### src/hw/rtl/ffba_pkg.sv
`timescale 1ns / 1ps
// ----------------------------------------------------------------------------
// ffba_pkg
// Shared types and constants of the first-fit block allocator.
// ----------------------------------------------------------------------------
package ffba_pkg;

  localparam int DEF_MAX_BLOCKS     = 64;
  localparam int DEF_HEADER_BYTES   = 24;
  localparam int DEF_HEAP_ADDR_BITS = 20;

  localparam int FIELD_W  = 20;
  localparam int STATUS_W = 3;
  localparam int CFG_AW   = 3;
  localparam int CFG_DW   = 32;

  localparam logic [FIELD_W-1:0] LIMIT_RESET = '1;

  localparam logic OP_ALLOC = 1'b0;
  localparam logic OP_FREE  = 1'b1;

  localparam logic [CFG_AW-3:0] REG_HEAP_LIMIT = '0;

  typedef enum logic [STATUS_W-1:0] {
    ST_OK      = 3'd0,
    ST_ZERO    = 3'd1,
    ST_NOSPACE = 3'd2,
    ST_UNKNOWN = 3'd3,
    ST_DOUBLE  = 3'd4
  } status_t;

  typedef enum logic [1:0] {
    S_IDLE,
    S_SCAN,
    S_DONE
  } state_t;

  typedef struct packed {
    logic               opcode;
    logic [FIELD_W-1:0] request_size;
    logic [FIELD_W-1:0] free_address;
  } req_t;

  typedef struct packed {
    logic vld;
    logic hit;
    logic dbl;
  } pkt_ctl_t;

endpackage

### src/hw/rtl/ffba_cell.sv
`timescale 1ns / 1ps
// ----------------------------------------------------------------------------
// ffba_cell
// One block table entry; checks the passing search word and hands it on.
// ----------------------------------------------------------------------------
module ffba_cell #(
  parameter int IDX          = 0,
  parameter int CW           = 7,
  parameter int AW           = 20,
  parameter int HEADER_BYTES = 24
) (
  input  logic                         clk,
  input  logic                         rst_n,
  input  ffba_pkg::req_t               req,
  input  logic [CW-1:0]                count,
  input  logic                         wr_en,
  input  logic [AW-1:0]                wr_base,
  input  logic [ffba_pkg::FIELD_W-1:0] wr_len,
  input  ffba_pkg::pkt_ctl_t           pin,
  input  logic [AW-1:0]                pin_base,
  output ffba_pkg::pkt_ctl_t           pout,
  output logic [AW-1:0]                pout_base
);

  localparam int CMP_W = ((AW > ffba_pkg::FIELD_W) ? AW : ffba_pkg::FIELD_W) + 2;

  logic [AW-1:0]                base_r;
  logic [ffba_pkg::FIELD_W-1:0] len_r;
  logic                         free_r;
  ffba_pkg::pkt_ctl_t           pout_r;
  ffba_pkg::pkt_ctl_t           pout_nxt;
  logic [AW-1:0]                pout_base_r;
  logic [AW-1:0]                pout_base_nxt;

  logic in_use;
  logic wr_sel;
  logic len_ge;
  logic addr_eq;
  logic hit_here;
  logic is_free_op;

  assign in_use     = CW'(IDX) < count;
  assign wr_sel     = wr_en && (count == CW'(IDX));
  assign is_free_op = (req.opcode == ffba_pkg::OP_FREE);
  assign len_ge     = len_r >= req.request_size;
  assign addr_eq    = (CMP_W'(base_r) + CMP_W'(HEADER_BYTES)) == CMP_W'(req.free_address);
  assign hit_here   = pin.vld && !pin.hit && in_use &&
                      (is_free_op ? addr_eq : (free_r && len_ge));

  always_comb begin
    pout_nxt.vld  = pin.vld;
    pout_nxt.hit  = pin.hit | hit_here;
    pout_nxt.dbl  = pin.dbl | (hit_here && is_free_op && free_r);
    pout_base_nxt = hit_here ? base_r : pin_base;
  end

  always_ff @(posedge clk) begin
    if (!rst_n) begin
      pout_r <= '0;
    end else begin
      pout_r <= pout_nxt;
    end
  end

  always_ff @(posedge clk) begin
    pout_base_r <= pout_base_nxt;
    if (wr_sel) begin
      base_r <= wr_base;
      len_r  <= wr_len;
      free_r <= 1'b0;
    end else if (hit_here) begin
      free_r <= is_free_op;
    end
  end

  assign pout      = pout_r;
  assign pout_base = pout_base_r;

endmodule

### config.mk
export PLATFORM = sky130hd
export DESIGN_NAME = ffba_cell
export DESIGN_NICKNAME = d
export VERILOG_FILES = /design/src/hw/rtl/ffba_pkg.sv /design/src/hw/rtl/ffba_cell.sv
export SDC_FILE = /design/constraint.sdc
export NUM_CORES = 1
export LEC_CHECK = 0
export BUFFER_PORTS_ARGS = -buffer_cell sky130_fd_sc_hd__buf_2
export CAP_MARGIN = 20
export CORE_AREA = 2 2 62 123
export CTS_CLUSTER_SIZE = 8
export DETAILED_ROUTE_END_ITERATION = 8
export DIE_AREA = 0 0 64 125
export GPL_TIMING_DRIVEN = 0
export PLACE_DENSITY_LB_ADDON = 0.3
export SYNTH_ARGS = -nofsm -noshare
export SYNTH_HDL_FRONTEND = slang
export SYNTH_SLANG_ARGS = --single-unit
### constraint.sdc
create_clock -name clk -period 7.1 [get_ports clk]
set_input_delay 1.42 -clock clk [delete_from_list [all_inputs] [get_ports clk]]
set_output_delay 1.42 -clock clk [all_outputs]
set_load 0.005 [all_outputs]
**After elaboration in Yosys (flattened, before gate mapping)**

Cells that the tools add are included.

- Register bits after elaboration: 64
- Output and inout bits: 23
- Word-level logic and storage cells: 24

- Add/sub/neg operators: 1
- Order comparisons: 2
- Equal/unequal tests: 1
- Multiplexer cells: 2
- Bitwise operators: 2
- Reductions and logical operators: 9

Operators with widths:

| operator | count |
|---|---|
| $add 20x5->21 const B | 1 |
| $eq 21x20->1 | 1 |
| $ge 20x20->1 | 1 |
| $mux 20 | 1 |
| $logic_and 1x1->1 | 7 |
| $logic_not 7->1 | 1 |
| $lt 1x7->1 const A | 1 |
| $or 1x1->1 | 2 |
| $logic_not 1->1 | 1 |
| $mux 1 | 1 |

**Depth between registers and ports, before layout**

- Depth in word-level cells: 7
- Depth in mapped cells: 11
- Mapped depth without buffers: 10

**Worst setup path after synthesis**

OpenSTA, ideal clock, no wires.

- Kind: in2reg
- From: in count[1]
- To: reg base_r[0] (enable)
- Library setup time: 402 ps
- Data arrival time: 3131 ps
- Setup slack: 3567 ps
- Stages: 3
- Cell sequence: or4_1 > nor4_1 > and2_1

- Longest elaborated chain between the ends: 2

RTL lines:

| what | RTL line | text |
|---|---|---|
| start, declared | ffba_cell.sv:15 | `input logic [CW-1:0] count,` |
| $logic_not 7->1 | ffba_cell.sv:43 | `assign wr_sel = wr_en && (count == CW'(IDX));` |
| $logic_and 1x1->1 | ffba_cell.sv:43 |  |
| named net wr_sel | ffba_cell.sv:36 | `logic wr_sel;` |
| end signal, assigned | ffba_cell.sv:68 | `base_r <= wr_base;` |
| end, declared | ffba_cell.sv:27 | `logic [AW-1:0] base_r;` |

The timed path passes the listed nets, and every way through them passes these cells.
A chain may end at the register's enable or synchronous reset.

**Final worst setup path**

- From: in count[1]
- To: reg pout_base_r[0], in the netlist pout_base[0]

- Longest elaborated chain between the ends: 4

RTL lines:

| what | RTL line | text |
|---|---|---|
| $lt 1x7->1 | ffba_cell.sv:42 | `assign in_use = CW'(IDX) < count;` |
| $logic_and 1x1->1 (2 in a row) | ffba_cell.sv:47 | `assign hit_here = pin.vld && !pin.hit && in_use &&` |
| $mux 20 | ffba_cell.sv:54 | `pout_base_nxt = hit_here ? base_r : pin_base;` |
| named net pout_base_nxt[0] | ffba_cell.sv:33 | `logic [AW-1:0] pout_base_nxt;` |
| end signal, assigned | ffba_cell.sv:66 | `pout_base_r <= pout_base_nxt;` |
| end, declared | ffba_cell.sv:32 | `logic [AW-1:0] pout_base_r;` |

The timed path passes the listed nets, and every way through them passes these cells.

==> summary.txt <==
Setup path
  – Critical path data arrival time: 3770 ps
  – CP required: about 7300 ps
  – Crit Path Category: in -> reg
  – Worst reg-to-reg path cell count: 11
  – R2R setup slack: about 4200 ps
  – RR Startpoint: base_r[3]
  – Startpoint Class: input pin
  – CP Launch Point: count[1]
  – Worst setup path endpoint: pout_base[0]
  – CP Max Fanout: 10
  – RR Endpoint: pout_base[0]
  – Setup crit end kind: register

Routing
  – Drt initial violations: approximately 110
  – WL/cell: 13.6 um
  – Vias: about 2400
  – Antenna-violating nets left: 0
  – Post-detailed-route DRC marker count: 0
  – DR vias/cell: between 4 and 5
  – DR pass1 iterations: 4
  – Post-Route WL: about 6.6 mm

GRT
  – Largest net degree at the start of global routing: 33
  – GRT Total Usage: between 15 and 20%
  – Global-route wire length before repair: between 10 and 15 mm
  – Number of global-route vias before repair: roughly 2400
  – Gr ovfl total: 0
  – Initial antenna violation count: 0

Clock tree
  – Later-pin clock latency in the skew report: 320 ps
  – Sink Count: 64
  – Maximum clock path buffer count: 2
  – Post_cts resized: 0
  – CTS buffer count: 9
  – CTS tree: done
  – # hold bufs at CTS: 0
  – H-tree levels: 3
  – Postcts setup bufs: 0
  – Root buffer cell: clkbuf_16
  – Clock Pin Slew Worst Setup and Hold Paths: around 50 ps

Place
  – DPL Wire Length: approximately 5.4 mm
  – Placed cells: 473
  – Routability cong.: between 0.7 and 0.8
  – Port Buffers: around 140

Power
  – Leakage: 2.02 nW
  – Peak supply drop: about 140 uV
  – Pwr dens: 207 nW/um^2
  – Power Total: 0.000885 W

Yosys
  – Post-Syn Area per Cell: 13.0 um^2
  – Ys Warns: 0
  – Post-synthesis sequential area ratio: between 50% and 60%
  – Synth Flop Type: edfxtp_1
  – Post-synthesis instance area: ~3200 um^2
  – Post-synth cell types: 45
  – #FFs+latches synth: 64
  – Net Count, Synth: around 380
  – Cells after synthesis: 244
  – Share of synthesized registers carrying an async set or reset: 0%
  – Post-synth EDFFs: 40

STA
  – Setup TNS: 0 ps
  – Endpoints failing setup: 0
  – Max_slew headroom: between 60 and 70%
  – Hold Fails Final Rpt: 0
  – Layout Skew: between 7 and 8 ps
  – Fin crit period: 3570 ps
  – Period utilization: 50.2%
  – Max Fclk: between 200 and 300 MHz
  – Slew @ Worst Pin: 515 ps
  – Unrepaired setup endpoints after global routing: false
  – Max Slew Vio Count: 0

Cells and area
  – Fraction of layout cells with a size suffix above 1: ~45%
  – Finished Layout Cells: roughly 500
  – Area Overhead vs Synth: 34.5%
  – Diodes inserted: 0
  – Nets: around 530
  – Fillers: around 580

Floorplan
  – Height of the die: between 100 and 150 um
  – Starting Density: 44.7%
  – Die Span X: ~64 um
  – IO Pins: about 140
  – Row count: 44
  – Die footprint: about 8000 um^2
  – Core area: ~7100 um^2

Worst hold path
  – Hold Crit Class: reg -> reg
  – HP Start: base_r[0]

Status
  – Outcome: finished, final reports clean

Flow run
  – Max-cap violation count: 0
==> worst max-delay path: stages <==
cell,delay (ps)
buf_2,100
or4_1,540
o41ai_1,460
nor4_1,160
o2111ai_1,160
a2111oi_2,90
and3_4,220
nor2_4,140
buf_12,170
mux2_4,300
==> registers in the layout, summed over array words and instances (netlist names) <==
register,count
len_r,20
pout,3
base_r,20
free_r,1
pout_base,20
==> cell type report <==
cell class | count | area, um^2 | area share (%)
Sequential cell | 64 | 1680 | 39.3
Multi-Input combinational cell | 153 | 1360 | 31.9
Timing Repair Buffer | 137 | 701 | 16.4
Clock buffer | 15 | 279 | 6.53
Tap cell | 92 | 115 | 2.69
Inverter | 24 | 90.1 | 2.11
Buffer | 3 | 45.0 | 1.05
==> how the worst min path moves through the flow <==
| stage | endpoint | slack [ps] | depth (start not counted) |
|---|---|---|---|
| floorplan | free_r | 480 | 2 |
| global placement | free_r | 510 | 2 |
| detailed placement | pout_base[0] | 520 | 1 |
| CTS | pout_base[0] | 530 | 1 |
| global route | pout_base[0] | 550 | 1 |
| finish | pout_base[0] | 530 | 1 |
==> synth_stat cells, types with 3 or more instances <==
cell type	n	area share, %
a21o_1	8	1.9
a21oi_1	7	1.1
and2_1	3	0.59
and4_1	3	0.83
dfxtp_1	24	15
edfxtp_1	40	38
ha_1	21	8.3
inv_1	24	2.8
mux2_4	20	9.4
nand2_1	6	0.71
nand3_1	5	0.79
nand4_1	7	1.4
nor2b_1	5	0.98
nor4_1	5	0.98
o21ai_0	8	1.3
xnor2_1	13	3.6
xor2_1	12	3.3
==> power breakdown <==
group           total, W  internal, W  switching, W  leakage (nW)
Combinational  0.0000749    0.0000464     0.0000285          1.32
Sequential      0.000405     0.000403    0.00000212         0.561
Clock           0.000405     0.000265      0.000140         0.135
Total           0.000885     0.000715      0.000170          2.02
==> layer usage <==
layer / vias up / share of wire (%) / track usage (%)
met5: - / 0 / 0
met4: 0 / 2.0 / 8.44
met3: 11 / 8.9 / 5.76
met2: 113 / 47 / 27.3
met1: 1071 / 42 / 20.5
li1: 1197 / - / -
==> logic make-up (layout without fill, tap and decap cells) <==
logic type	count (synthesis)	after routing	synth area share, %
multiplexers	20	20	9.45
AO/OA/AOI/OAI	38	38	8.31
AND/OR/NAND/NOR	49	49	9.92
buffers and inverters	27	179	4.25
adder cells (fa/ha/maj)	21	21	8.27
flip-flops	64	64	52.9
XOR/XNOR	25	25	6.89
==> through the flow <==
step	utilization (%)	area (um^2)	worst slack, ps	hold slack (ps)
after floorplan	-	3180	3570	477
after global placement	56.0	3970	2940	506
after detailed placement	56.3	4000	3220	522
after CTS	60.2	4270	3550	534
after global routing	60.2	4270	3420	548
final	60.2	4270	3530	532
==> placed cells by master (no fill, tap or decap), types with 6 or more instances in the layout <==
cell type and count:
buf_2 137, edfxtp_1 40, inv_1 24, dfxtp_1 24, ha_1 21, mux2_4 20
xnor2_1 13, xor2_1 12, clkbuf_16 10, o21ai_0 8, a21o_1 8, a21oi_1 7
nand4_1 7, nand2_1 6
Power figures use the tool's default switching activity.
